[src/twsr_pkg.sv]
// Shared constants, command and register codes, and control structs for the
// three-wheel speed ramp engine. No dependencies; every other file uses it.
`timescale 1ns / 1ps

package twsr_pkg;

  // Fixed point: fraction bits of the ramp accumulator and step
  localparam int FRAC_BITS = 16;

  // Field widths
  localparam int SPD_W   = 8;   // signed wheel speed
  localparam int MAG_W   = 8;   // magnitude of a speed change
  localparam int ACC_W   = 32;  // ramp accumulator and step
  localparam int LEN_W   = 16;  // ramp length and step counter
  localparam int SLEW_W  = 8;   // slew rate register
  localparam int MAXS_W  = 7;   // max speed register
  localparam int CODE_W  = 8;   // power controller codes and bytes
  localparam int CMD_W   = 2;

  // Digit-serial accumulator: one byte per cycle
  localparam int DIG_W   = 8;
  localparam int NDIG    = ACC_W / DIG_W;

  // Bit-serial divider: dividend is |change| shifted up by FRAC_BITS
  localparam int DVW     = MAG_W + FRAC_BITS;
  localparam int REM_W   = LEN_W;

  // Shared sequencer counter covers the longest serial pass
  localparam int CNT_W   = $clog2(DVW);

  // Configuration port
  localparam int CFG_AW  = 3;
  localparam int CFG_DW  = 16;

  // Stream payload widths
  localparam int S_DATA_W = 48;
  localparam int S_USER_W = CMD_W;
  localparam int M_DATA_W = 40;
  localparam int M_USER_W = 1;

  typedef enum logic [CMD_W-1:0] {
    CMD_TICK   = 2'd0,
    CMD_SLEW   = 2'd1,
    CMD_DIRECT = 2'd2
  } cmd_e;

  typedef enum logic [CFG_AW-1:0] {
    REG_DRIVE_ENABLE    = 3'd0,
    REG_CHARGING_ENABLE = 3'd1,
    REG_MAX_SPEED       = 3'd2,
    REG_SLEW_RATE       = 3'd3,
    REG_TIMEOUT_TICKS   = 3'd4,
    REG_CHARGE_IDLE     = 3'd5,
    REG_CHARGE_DONE     = 3'd6,
    REG_ALIGN_CODE      = 3'd7
  } cfg_reg_e;

  // Accumulator lane control
  typedef struct packed {
    logic load;   // take new accumulator and step values
    logic adv;    // add one digit and rotate
    logic start;  // first digit of a pass, carry in is zero
  } acc_ctl_t;

  // Divider lane control
  typedef struct packed {
    logic load;   // take new dividend and divisor
    logic adv;    // produce one quotient bit
  } div_ctl_t;

endpackage

[src/twsr_div.sv]
// Bit-serial restoring divider lane: one quotient bit per cycle.
// Depends on twsr_pkg for widths and the control struct.
`timescale 1ns / 1ps

module twsr_div (
  input  logic                          clk_i,
  input  logic                          rst_ni,
  input  twsr_pkg::div_ctl_t            ctl_i,
  input  logic [twsr_pkg::MAG_W-1:0]    mag_i,
  input  logic [twsr_pkg::LEN_W-1:0]    divisor_i,
  output logic [twsr_pkg::DVW-1:0]      quo_o
);

  logic [twsr_pkg::DVW-1:0]   dvd_q;
  logic [twsr_pkg::REM_W-1:0] rem_q;
  logic [twsr_pkg::LEN_W-1:0] dvs_q;
  logic [twsr_pkg::REM_W:0]   rem_sh;
  logic [twsr_pkg::REM_W:0]   rem_sub;
  logic                       fits;

  // Shift in the next dividend bit and trial subtract
  always_comb begin
    rem_sh  = {rem_q, dvd_q[twsr_pkg::DVW-1]};
    rem_sub = rem_sh - {1'b0, dvs_q};
    fits    = (rem_sh >= {1'b0, dvs_q});
  end

  // Dividend shifts out at the top while quotient bits enter at the bottom
  always_ff @(posedge clk_i or negedge rst_ni) begin
    if (!rst_ni) begin
      dvd_q <= '0;
      rem_q <= '0;
      dvs_q <= '0;
    end else if (ctl_i.load) begin
      dvd_q <= {mag_i, {twsr_pkg::FRAC_BITS{1'b0}}};
      rem_q <= '0;
      dvs_q <= divisor_i;
    end else if (ctl_i.adv) begin
      dvd_q <= {dvd_q[twsr_pkg::DVW-2:0], fits};
      rem_q <= fits ? rem_sub[twsr_pkg::REM_W-1:0] : rem_sh[twsr_pkg::REM_W-1:0];
    end
  end

  assign quo_o = dvd_q;

endmodule

[src/twsr_acc.sv]
// Digit-serial ramp accumulator lane: adds the step one byte per cycle.
// Depends on twsr_pkg for widths and the control struct.
`timescale 1ns / 1ps

module twsr_acc (
  input  logic                          clk_i,
  input  logic                          rst_ni,
  input  twsr_pkg::acc_ctl_t            ctl_i,
  input  logic [twsr_pkg::ACC_W-1:0]    accum_init_i,
  input  logic [twsr_pkg::ACC_W-1:0]    step_init_i,
  output logic [twsr_pkg::ACC_W-1:0]    accum_o
);

  logic [twsr_pkg::ACC_W-1:0] accum_q;
  logic [twsr_pkg::ACC_W-1:0] step_q;
  logic                       carry_q;
  logic                       carry_in;
  logic [twsr_pkg::DIG_W:0]   dsum;

  // One digit of the add, carry taken from the previous digit
  always_comb begin
    carry_in = ctl_i.start ? 1'b0 : carry_q;
    dsum     = {1'b0, accum_q[twsr_pkg::DIG_W-1:0]}
             + {1'b0, step_q[twsr_pkg::DIG_W-1:0]}
             + {{twsr_pkg::DIG_W{1'b0}}, carry_in};
  end

  // Rotate both words by one digit; a full pass restores alignment
  always_ff @(posedge clk_i or negedge rst_ni) begin
    if (!rst_ni) begin
      accum_q <= '0;
      step_q  <= '0;
      carry_q <= 1'b0;
    end else if (ctl_i.load) begin
      accum_q <= accum_init_i;
      step_q  <= step_init_i;
      carry_q <= 1'b0;
    end else if (ctl_i.adv) begin
      accum_q <= {dsum[twsr_pkg::DIG_W-1:0], accum_q[twsr_pkg::ACC_W-1:twsr_pkg::DIG_W]};
      step_q  <= {step_q[twsr_pkg::DIG_W-1:0], step_q[twsr_pkg::ACC_W-1:twsr_pkg::DIG_W]};
      carry_q <= dsum[twsr_pkg::DIG_W];
    end
  end

  assign accum_o = accum_q;

endmodule

[src/three_wheel_speed_ramp_with_timeout.sv]
// Three-wheel speed ramp engine with command watchdog: top level sequencer.
// Depends on twsr_pkg, twsr_div and twsr_acc.
// One item at a time; a new beat is accepted only when the sequencer is idle.
// Tick: a ramp step uses a byte-serial add. Slew: shift-add multiply, then bit-serial
// divide; unchanged targets skip both. A tick that fires the watchdog in ramp mode
// can run a full slew before its ramp step.
// Output register frees the result path; a stalled result holds the next tick at emit.
// Reset (async, active low) loads register defaults and clears speeds, ramp and watchdog.
`timescale 1ns / 1ps

module three_wheel_speed_ramp_with_timeout (
  input  logic                            clk_i,
  input  logic                            rst_ni,
  // configuration write port
  input  logic                            cfg_we_i,
  input  logic [twsr_pkg::CFG_AW-1:0]     cfg_addr_i,
  input  logic [twsr_pkg::CFG_DW-1:0]     cfg_data_i,
  // input stream
  input  logic                            s_axis_tvalid,
  output logic                            s_axis_tready,
  // speed_a, speed_b, speed_c, bus_volts_raw, charge_state, align_byte
  input  logic [twsr_pkg::S_DATA_W-1:0]   s_axis_tdata,
  // cmd
  input  logic [twsr_pkg::S_USER_W-1:0]   s_axis_tuser,
  // result stream
  output logic                            m_axis_tvalid,
  input  logic                            m_axis_tready,
  // wheel_a, wheel_b, wheel_c, bus_volts, charge_block, charging_now, align_error, pad
  output logic [twsr_pkg::M_DATA_W-1:0]   m_axis_tdata,
  // mode
  output logic [twsr_pkg::M_USER_W-1:0]   m_axis_tuser
);

  localparam int NW = 3;
  localparam logic [twsr_pkg::MAXS_W-1:0] MAX_SPEED_RST = 7'd127;
  localparam logic [twsr_pkg::SLEW_W-1:0] SLEW_RST      = 8'd1;
  localparam logic [twsr_pkg::LEN_W-1:0]  TIMEOUT_RST   = 16'd1000;
  localparam logic [twsr_pkg::CODE_W-1:0] DONE_CODE_RST = 8'd3;
  localparam logic [twsr_pkg::LEN_W-1:0]  CNT_SAT       = 16'hFFFF;
  localparam logic [twsr_pkg::CODE_W-1:0] VOLTS_NONE    = 8'hFF;

  typedef enum logic [3:0] {
    ST_IDLE,
    ST_WD,
    ST_DIRECT,
    ST_SLEW_CMP,
    ST_PLAN,
    ST_MUL,
    ST_DIVLD,
    ST_DIV,
    ST_FIN,
    ST_STEP,
    ST_ACC,
    ST_ACC_DONE,
    ST_EMIT
  } state_e;

  // configuration
  logic                          drive_en_q;
  logic                          chg_en_q;
  logic [twsr_pkg::MAXS_W-1:0]   max_speed_q;
  logic [twsr_pkg::SLEW_W-1:0]   slew_q;
  logic [twsr_pkg::LEN_W-1:0]    timeout_q;
  logic [twsr_pkg::CODE_W-1:0]   idle_code_q;
  logic [twsr_pkg::CODE_W-1:0]   done_code_q;
  logic [twsr_pkg::CODE_W-1:0]   align_code_q;

  // sequencer and ramp state
  state_e                        state_q;
  logic                          tick_q;
  logic [twsr_pkg::CNT_W-1:0]    cnt_q;
  logic [twsr_pkg::SPD_W-1:0]    cur_q [NW];
  logic [twsr_pkg::SPD_W-1:0]    tgt_q [NW];
  logic [twsr_pkg::SPD_W-1:0]    t_q   [NW];
  logic [twsr_pkg::MAG_W-1:0]    mag_q [NW];
  logic                          neg_q [NW];
  logic [twsr_pkg::LEN_W-1:0]    len_q;
  logic [twsr_pkg::LEN_W-1:0]    ramp_cnt_q;
  logic                          mode_q;
  logic [twsr_pkg::LEN_W-1:0]    idle_q;

  // serial multiplier
  logic [twsr_pkg::LEN_W-1:0]    mcand_q;
  logic [twsr_pkg::SLEW_W-1:0]   mplier_q;
  logic [twsr_pkg::LEN_W-1:0]    prod_q;

  // captured tick side fields
  logic [twsr_pkg::CODE_W-1:0]   raw_q;
  logic [twsr_pkg::CODE_W-1:0]   cs_q;
  logic [twsr_pkg::CODE_W-1:0]   algn_q;

  // result register
  logic                          m_valid_q;
  logic [twsr_pkg::M_DATA_W-1:0] m_data_q;
  logic                          m_mode_q;

  // lane wiring
  twsr_pkg::acc_ctl_t            acc_ctl;
  twsr_pkg::div_ctl_t            div_ctl;
  logic [twsr_pkg::ACC_W-1:0]    acc_init [NW];
  logic [twsr_pkg::ACC_W-1:0]    step_init [NW];
  logic [twsr_pkg::ACC_W-1:0]    acc_w [NW];
  logic [twsr_pkg::DVW-1:0]      quo_w [NW];

  // combinational helpers
  logic [twsr_pkg::SPD_W-1:0]    clamp_w [NW];
  logic signed [twsr_pkg::SPD_W:0] diff_w [NW];
  logic [twsr_pkg::MAG_W-1:0]    big_w;
  logic                          same_tgt;
  logic [twsr_pkg::LEN_W-1:0]    idle_nx;
  logic                          charging;
  logic                          gate;
  logic [twsr_pkg::SPD_W-1:0]    wheel_w [NW];
  logic [twsr_pkg::CODE_W-1:0]   volts_w;
  logic                          in_acc;
  twsr_pkg::cmd_e                cmd_w;

  function automatic logic [twsr_pkg::SPD_W-1:0] clamp_spd(
    input logic [twsr_pkg::SPD_W-1:0]  v,
    input logic [twsr_pkg::MAXS_W-1:0] m
  );
    logic signed [twsr_pkg::SPD_W:0] sv;
    logic signed [twsr_pkg::SPD_W:0] sm;
    logic signed [twsr_pkg::SPD_W:0] nm;
    logic [twsr_pkg::SPD_W-1:0]      r;
    begin
      sv = (twsr_pkg::SPD_W+1)'(signed'(v));
      sm = signed'({2'b00, m});
      nm = -sm;
      r  = v;
      if (sv < nm) begin
        r = nm[twsr_pkg::SPD_W-1:0];
      end else if (sv > sm) begin
        r = sm[twsr_pkg::SPD_W-1:0];
      end
      return r;
    end
  endfunction

  // Clamp the incoming speeds per lane
  always_comb begin
    clamp_w[0] = clamp_spd(s_axis_tdata[7:0],   max_speed_q);
    clamp_w[1] = clamp_spd(s_axis_tdata[15:8],  max_speed_q);
    clamp_w[2] = clamp_spd(s_axis_tdata[23:16], max_speed_q);
  end

  // Speed change per lane and the unchanged-target check
  always_comb begin
    same_tgt = 1'b1;
    for (int i = 0; i < NW; i++) begin
      diff_w[i] = (twsr_pkg::SPD_W+1)'(signed'(t_q[i]))
                - (twsr_pkg::SPD_W+1)'(signed'(cur_q[i]));
      if (t_q[i] != tgt_q[i]) begin
        same_tgt = 1'b0;
      end
    end
  end

  // Largest change magnitude
  always_comb begin
    big_w = mag_q[0];
    if (mag_q[1] > big_w) begin
      big_w = mag_q[1];
    end
    if (mag_q[2] > big_w) begin
      big_w = mag_q[2];
    end
  end

  // Ramp plan values: start at the current speed, signed step from the divider
  always_comb begin
    for (int i = 0; i < NW; i++) begin
      acc_init[i] = twsr_pkg::ACC_W'(signed'(cur_q[i])) << twsr_pkg::FRAC_BITS;
      if (prod_q == '0) begin
        step_init[i] = '0;
      end else if (neg_q[i]) begin
        step_init[i] = -twsr_pkg::ACC_W'(quo_w[i]);
      end else begin
        step_init[i] = twsr_pkg::ACC_W'(quo_w[i]);
      end
    end
  end

  // Lane control from the sequencer state
  always_comb begin
    acc_ctl.load  = (state_q == ST_FIN) && !same_tgt;
    acc_ctl.adv   = (state_q == ST_ACC);
    acc_ctl.start = (cnt_q == '0);
    div_ctl.load  = (state_q == ST_DIVLD);
    div_ctl.adv   = (state_q == ST_DIV);
  end

  for (genvar g = 0; g < NW; g++) begin : g_lane
    twsr_div u_div (
      .clk_i     (clk_i),
      .rst_ni    (rst_ni),
      .ctl_i     (div_ctl),
      .mag_i     (mag_q[g]),
      .divisor_i (prod_q),
      .quo_o     (quo_w[g])
    );

    twsr_acc u_acc (
      .clk_i        (clk_i),
      .rst_ni       (rst_ni),
      .ctl_i        (acc_ctl),
      .accum_init_i (acc_init[g]),
      .step_init_i  (step_init[g]),
      .accum_o      (acc_w[g])
    );
  end

  // Result fields from the captured status bytes
  always_comb begin
    idle_nx  = idle_q + 1'b1;
    charging = (cs_q != idle_code_q) && (cs_q != done_code_q);
    gate     = !drive_en_q || charging;
    volts_w  = (raw_q == '0) ? VOLTS_NONE : raw_q;
    for (int i = 0; i < NW; i++) begin
      wheel_w[i] = gate ? '0 : cur_q[i];
    end
    in_acc   = s_axis_tvalid && s_axis_tready;
    cmd_w    = twsr_pkg::cmd_e'(s_axis_tuser);
  end

  // Configuration writes
  always_ff @(posedge clk_i or negedge rst_ni) begin
    if (!rst_ni) begin
      drive_en_q   <= 1'b1;
      chg_en_q     <= 1'b0;
      max_speed_q  <= MAX_SPEED_RST;
      slew_q       <= SLEW_RST;
      timeout_q    <= TIMEOUT_RST;
      idle_code_q  <= '0;
      done_code_q  <= DONE_CODE_RST;
      align_code_q <= '0;
    end else if (cfg_we_i) begin
      unique case (twsr_pkg::cfg_reg_e'(cfg_addr_i))
        twsr_pkg::REG_DRIVE_ENABLE:    drive_en_q   <= cfg_data_i[0];
        twsr_pkg::REG_CHARGING_ENABLE: chg_en_q     <= cfg_data_i[0];
        twsr_pkg::REG_MAX_SPEED:       max_speed_q  <= cfg_data_i[twsr_pkg::MAXS_W-1:0];
        twsr_pkg::REG_SLEW_RATE:       slew_q       <= cfg_data_i[twsr_pkg::SLEW_W-1:0];
        twsr_pkg::REG_TIMEOUT_TICKS:   timeout_q    <= cfg_data_i[twsr_pkg::LEN_W-1:0];
        twsr_pkg::REG_CHARGE_IDLE:     idle_code_q  <= cfg_data_i[twsr_pkg::CODE_W-1:0];
        twsr_pkg::REG_CHARGE_DONE:     done_code_q  <= cfg_data_i[twsr_pkg::CODE_W-1:0];
        twsr_pkg::REG_ALIGN_CODE:      align_code_q <= cfg_data_i[twsr_pkg::CODE_W-1:0];
        default: ;
      endcase
    end
  end

  // Sequencer: command dispatch, watchdog, ramp planning, ramp step, emit
  always_ff @(posedge clk_i or negedge rst_ni) begin
    if (!rst_ni) begin
      state_q    <= ST_IDLE;
      tick_q     <= 1'b0;
      cnt_q      <= '0;
      len_q      <= '0;
      ramp_cnt_q <= 16'd1;
      mode_q     <= 1'b0;
      idle_q     <= '0;
      mcand_q    <= '0;
      mplier_q   <= '0;
      prod_q     <= '0;
      raw_q      <= '0;
      cs_q       <= '0;
      algn_q     <= '0;
      m_valid_q  <= 1'b0;
      m_data_q   <= '0;
      m_mode_q   <= 1'b0;
      for (int i = 0; i < NW; i++) begin
        cur_q[i] <= '0;
        tgt_q[i] <= '0;
        t_q[i]   <= '0;
        mag_q[i] <= '0;
        neg_q[i] <= 1'b0;
      end
    end else begin
      // drop the result once taken
      if (m_valid_q && m_axis_tready && (state_q != ST_EMIT)) begin
        m_valid_q <= 1'b0;
      end

      unique case (state_q)
        ST_IDLE: begin
          if (in_acc) begin
            for (int i = 0; i < NW; i++) begin
              t_q[i] <= clamp_w[i];
            end
            raw_q  <= s_axis_tdata[31:24];
            cs_q   <= s_axis_tdata[39:32];
            algn_q <= s_axis_tdata[47:40];
            tick_q <= 1'b0;
            unique case (cmd_w)
              twsr_pkg::CMD_TICK:   state_q <= ST_WD;
              twsr_pkg::CMD_SLEW:   state_q <= ST_SLEW_CMP;
              twsr_pkg::CMD_DIRECT: state_q <= ST_DIRECT;
              default:              state_q <= ST_IDLE;
            endcase
          end
        end

        // advance the watchdog; on timeout command zero in the current mode
        ST_WD: begin
          tick_q <= 1'b1;
          if (idle_nx == timeout_q) begin
            idle_q <= '0;
            if (!mode_q) begin
              for (int i = 0; i < NW; i++) begin
                t_q[i] <= '0;
              end
              state_q <= ST_SLEW_CMP;
            end else begin
              for (int i = 0; i < NW; i++) begin
                cur_q[i] <= '0;
              end
              state_q <= ST_STEP;
            end
          end else begin
            idle_q  <= idle_nx;
            state_q <= ST_STEP;
          end
        end

        ST_DIRECT: begin
          mode_q <= 1'b1;
          idle_q <= '0;
          for (int i = 0; i < NW; i++) begin
            cur_q[i] <= t_q[i];
          end
          state_q <= ST_IDLE;
        end

        // hold the plan when the targets are unchanged
        ST_SLEW_CMP: begin
          mode_q <= 1'b0;
          idle_q <= '0;
          if (same_tgt) begin
            state_q <= tick_q ? ST_STEP : ST_IDLE;
          end else begin
            for (int i = 0; i < NW; i++) begin
              neg_q[i] <= diff_w[i][twsr_pkg::SPD_W];
              mag_q[i] <= diff_w[i][twsr_pkg::SPD_W]
                        ? twsr_pkg::MAG_W'(-diff_w[i])
                        : twsr_pkg::MAG_W'(diff_w[i]);
            end
            state_q <= ST_PLAN;
          end
        end

        ST_PLAN: begin
          mcand_q  <= twsr_pkg::LEN_W'(big_w);
          mplier_q <= slew_q;
          prod_q   <= '0;
          cnt_q    <= '0;
          state_q  <= ST_MUL;
        end

        // shift-add multiply: ramp length = largest change * slew rate
        ST_MUL: begin
          if (mplier_q[0]) begin
            prod_q <= prod_q + mcand_q;
          end
          mcand_q  <= mcand_q << 1;
          mplier_q <= mplier_q >> 1;
          if (cnt_q == twsr_pkg::CNT_W'(twsr_pkg::SLEW_W - 1)) begin
            state_q <= ST_DIVLD;
          end else begin
            cnt_q <= cnt_q + 1'b1;
          end
        end

        ST_DIVLD: begin
          cnt_q   <= '0;
          state_q <= ST_DIV;
        end

        ST_DIV: begin
          if (cnt_q == twsr_pkg::CNT_W'(twsr_pkg::DVW - 1)) begin
            state_q <= ST_FIN;
          end else begin
            cnt_q <= cnt_q + 1'b1;
          end
        end

        // commit the new ramp
        ST_FIN: begin
          len_q      <= prod_q;
          ramp_cnt_q <= '0;
          for (int i = 0; i < NW; i++) begin
            tgt_q[i] <= t_q[i];
          end
          state_q <= tick_q ? ST_STEP : ST_IDLE;
        end

        ST_STEP: begin
          cnt_q <= '0;
          if (ramp_cnt_q < len_q) begin
            state_q <= ST_ACC;
          end else begin
            if (ramp_cnt_q == len_q) begin
              for (int i = 0; i < NW; i++) begin
                cur_q[i] <= tgt_q[i];
              end
              if (ramp_cnt_q != CNT_SAT) begin
                ramp_cnt_q <= ramp_cnt_q + 1'b1;
              end
            end
            state_q <= ST_EMIT;
          end
        end

        ST_ACC: begin
          if (cnt_q == twsr_pkg::CNT_W'(twsr_pkg::NDIG - 1)) begin
            state_q <= ST_ACC_DONE;
          end else begin
            cnt_q <= cnt_q + 1'b1;
          end
        end

        // take the integer part of each accumulator
        ST_ACC_DONE: begin
          for (int i = 0; i < NW; i++) begin
            cur_q[i] <= acc_w[i][twsr_pkg::FRAC_BITS +: twsr_pkg::SPD_W];
          end
          if (ramp_cnt_q != CNT_SAT) begin
            ramp_cnt_q <= ramp_cnt_q + 1'b1;
          end
          state_q <= ST_EMIT;
        end

        // load the result register once it is free
        ST_EMIT: begin
          if (!m_valid_q || m_axis_tready) begin
            m_valid_q <= 1'b1;
            m_mode_q  <= mode_q;
            m_data_q  <= {5'b00000,
                          (algn_q != align_code_q),
                          charging,
                          !chg_en_q,
                          volts_w,
                          wheel_w[2],
                          wheel_w[1],
                          wheel_w[0]};
            state_q   <= ST_IDLE;
          end
        end

        default: state_q <= ST_IDLE;
      endcase
    end
  end

  assign s_axis_tready = (state_q == ST_IDLE);
  assign m_axis_tvalid = m_valid_q;
  assign m_axis_tdata  = m_data_q;
  assign m_axis_tuser  = m_mode_q;

  // step counter only moves down when a new ramp is committed
  a_cnt_mono: assert property (@(posedge clk_i) disable iff (!rst_ni)
    (state_q != ST_FIN) |=> (ramp_cnt_q >= $past(ramp_cnt_q)))
    else $error("ramp step counter went down outside a ramp commit");

  // a slew command always clears the watchdog and leaves direct mode
  a_slew_wd: assert property (@(posedge clk_i) disable iff (!rst_ni)
    (state_q == ST_SLEW_CMP) |=> (idle_q == '0) && !mode_q)
    else $error("slew did not clear watchdog or mode");

  // direct mode is entered only by a direct command
  a_mode_rise: assert property (@(posedge clk_i) disable iff (!rst_ni)
    $rose(mode_q) |-> ($past(state_q) == ST_DIRECT))
    else $error("mode set outside a direct command");

  // emit completes into a valid result and frees the input side
  a_emit: assert property (@(posedge clk_i) disable iff (!rst_ni)
    (state_q == ST_EMIT && (!m_valid_q || m_axis_tready)) |=>
      (m_valid_q && state_q == ST_IDLE))
    else $error("tick result was not presented");

endmodule

[config.mk]
export PLATFORM = sky130hd
export DESIGN_NAME = three_wheel_speed_ramp_with_timeout
export DESIGN_NICKNAME = d
export VERILOG_FILES = /design/src/twsr_pkg.sv /design/src/twsr_div.sv /design/src/twsr_acc.sv /design/src/three_wheel_speed_ramp_with_timeout.sv
export SDC_FILE = /design/constraint.sdc
export NUM_CORES = 2
export LEC_CHECK = 0
export BUFFER_PORTS_ARGS = -buffer_cell sky130_fd_sc_hd__clkbuf_2
export CAP_MARGIN = 10
export CORE_MARGIN = 1
export CORE_UTILIZATION = 32
export CTS_CLUSTER_SIZE = 10
export DETAILED_ROUTE_END_ITERATION = 8
export PLACE_DENSITY = 0.46
export SLEW_MARGIN = 20
export SYNTH_ARGS = -nofsm -noshare
export SYNTH_HDL_FRONTEND = slang
export SYNTH_HIERARCHICAL = 1
export SYNTH_SLANG_ARGS = --single-unit
[constraint.sdc]
create_clock -name clk_i -period 8.4 [get_ports clk_i]
set_input_delay 0 -clock clk_i [delete_from_list [all_inputs] [get_ports clk_i]]
set_output_delay 0 -clock clk_i [all_outputs]
set_load 0.05 [all_outputs]
==> summary.md <==
| Metric | Value |
|---|---|
| Status | `finished, final reports clean` |
| Routed wire length | `114000 um` |
| Core region area | `0.128 mm^2` |
| Post-synthesis cell count | `4365` |
| FP Rows | `131` |
| DR pass1 iterations | `5` |
| Area leader, netlist | `dfrtp_1` |
| Number of synthesized register bits | `679` |
| Post-DR vias/cell | `5.12` |
| MaxCap Viol Count | `0` |
| CTS Sinks | `679` |
| Required time of the critical path | `8990 ps` |
| Port-buffer cells | `111` |
| Initial antenna violation count | `1` |
| CP Class | `reg2reg` |
| Clk root buf | `clkbuf_16` |
| Via Count | `31.8k` |
| Met2 GRT Util | `27.7%` |
| Initial drt markers | `1901` |
| Reg clk slew, reported paths | `60 ps` |
| CTS tree | `done` |
| Critical path startpoint category | `register` |
| Number of I/O pins | `117` |
| Netlist cell types | `99` |
| GRT overflow | `0` |
| Final TNS setup | `0 ps` |
| Clk_skew | `30.8 ps` |
| Post-synth top flop | `dfrtp_1` |
| Pins Over Slew Limit | `0` |
| Layout area overhead | `13.7%` |
| Period utilization | `47.1%` |
| HPWL after detailed placement | `78300 um` |
| Pwr dens | `389 mW/mm^2` |
| Worst Setup End Kind | `register` |
| CTS buffer count | `85` |
| Die X | `361 um` |
| Starting density of the core | `32.3%` |
| Met1 usage | `25.2%` |
| Post-synth EDFFs | `0` |
| Post-cts resize count | `0` |
| Leakage | `19.8 nW` |
| Mapped Avg Cell Area | `9.44 um^2` |
| Post-DRT Antenna Nets | `0` |
| Vias in the first global route | `31.5k` |
| Synth warnings | `6` |
| Synth Cell Area | `0.0412 mm^2` |
| Die height | `361 um` |
| CP Max Fanout | `15` |
| Max VDD drop | `0.346 mV` |
| Most frequent cells in the layout | `dfrtp_1, nand2_1, o21ai_0` |
| Die Area | `0.130 mm^2` |
| DRC viols | `0` |
| Dpl cells | `5979` |
| Non-Filler Instances | `6214` |
| Endpoints failing setup | `0` |
| Nets | `4781` |
| Power Total | `18.2 mW` |
| Grt met3 use | `2.59%` |
| DR WL/cell | `18.4 um` |
| Fillers | `12.9k` |
| Sequential cell area fraction in the yosys report | `41.3%` |
| Commonest non-fill, non-tap cell in the layout | `dfrtp_1` |
| First-pass GRT wire length | `184000 um` |
| H-tree levels | `3` |
| Synth area leaders | `dfrtp_1, mux2i_1, ha_1` |
| Routability congestion estimate | `0.849` |
| FMAX | `253 MHz` |
| Pin count of the biggest net entering global routing | `207` |
| Async S/R FF share, synth | `100%` |
| Worst Hold Class | `in2reg` |
| Tot GR Track Use | `17.6%` |
| Synth top area share | `40.1%` |
| Final Critical Period | `3960 ps` |
| Share of cells above drive strength 1 | `11.7%` |
| Measured slew at the worst slew-check pin | `1140 ps` |
| Clock buffer depth | `3` |
| RSZ-0062 raised after global routing | `false` |
| GR peak layer | `met2` |
| Final Hold Fails | `0` |
| Slew margin rel. | `24.1%` |
| Crit path DAT | `4550 ps` |
| Clock Latency Late Sink | `700 ps` |
## state kept, by name, summed over array words and instances, names as in the netlist, 16 cells and up
name / cells
mag_q: 24
acc_init: 24
idle_q: 16
timeout_q: 16
prod_q: 16
len_q: 16
g_lane.u_div/quo_o: 72
ramp_cnt_q: 16
mcand_q: 16
g_lane.u_acc/step_q: 96
tgt_q: 24
g_lane.u_div/rem_q: 48
g_lane.u_div/dvs_q: 48
t_q: 24
g_lane.u_acc/accum_o: 96
m_axis_tdata: 35
## worst max-delay path, stage by stage, from the launching register on
cell      delay (ps)
dfrtp_1          410
ha_1             310
nor2b_1          130
o21a_1           110
o21ai_0           70
a21oi_1          140
o22a_1           470
nor2_1            80
a21oi_1          490
ha_1             350
nor2b_1          130
o21ai_0          150
nand2b_1          70
a21oi_1          130
o21ai_0           80
o21a_1           150
or2_2            380
o221ai_1         200
## cell usage after synthesis (45+ instances only)
cell / n
ha_1: 202
dfrtp_1: 661
mux2_2: 111
nor3_1: 45
mux2i_1: 296
xor2_1: 119
a21oi_1: 192
xnor2_1: 88
nor2_1: 376
o21ai_0: 451
clkbuf_1: 154
nand3_1: 88
inv_1: 190
nand2_1: 470
## cells by family after synthesis
kind of cell	after synthesis	share of synthesized area, %
fa+ha+maj	215	6.76
simple gates	1289	14.6
flops	679	41.3
compound gates	1128	18.1
mux	407	10.2
buf+inv	439	4.65
xor+xnor	207	4.40
other cells	1	0.00910
## power breakdown
part           internal [mW]  total (mW)  switching, mW
sequential              4.24        5.30           1.06
clock                   2.09        3.62           1.54
combinational           3.56        9.30           5.74
total                   9.88        18.2           8.34
## final timing paths
check | from | endpoint | slack, ps | cells past startpoint
setup / recovery | mag_q[9]$_DFFE_PN0P_ | mcand_q[6]$_DFFE_PN0P_ | 4440 | 17
hold / removal | s_axis_tdata[42] | algn_q[2]$_DFFE_PN0P_ | 70 | 3
setup reg to reg | mag_q[9]$_DFFE_PN0P_ | mcand_q[6]$_DFFE_PN0P_ | 4440 | 17
hold reg to reg | chg_en_q$_DFFE_PN0P_ | m_axis_tdata[32]$_DFFE_PN0P_ | 470 | 1
max in group asynchronous | rst_ni | acc_init[87]$_DFFE_PN0P_ | 6380 | 5
min in group asynchronous | rst_ni | g_lane[2].u_div/rem_q[11]$_DFFE_PN0P_ | 500 | 4
## per-stage QoR
stage	hold WS, ps	area (um^2)	setup slack, ps	utilization (%)
final	70.1	46900	4440	36.7
after global routing	42.2	46900	4100	36.7
after CTS	1.80	46900	4470	36.7
after global placement	25.0	43300	4430	33.9
after detailed placement	23.0	43300	4470	33.9
after floorplan	-296	41400	5010	-
## area by class of cell
cell class                 count  area, um^2  area share (%)
clock inverter                16         241           0.515
multi-input combinational   3299       22500            48.1
inverter                     191         724            1.55
clock buffer                 130        2460            5.24
antenna                        1        2.50         0.00534
sequential                   679       17000            36.3
tap                         1662        2080            4.44
timing repair buffer         236        1820            3.88
## timing repair
action / CTS / global route
hold buffers: 88 / 0
hold endpoints to repair: 227 / 0
endpoints found under the setup margin: 0 / 0
setup buffers: 0 / 0
## layer usage
metal / vias to the layer above / routed length, um / part of all wire (%)
met1: 15505 / 56600 / 49
met2: 420 / 51900 / 45
met3: 128 / 3540 / 3.1
li1: 15759 / - / -
met5: - / 0 / 0
met4: 0 / 2430 / 2.1
Note: power is estimated with default switching activity, not from simulation.
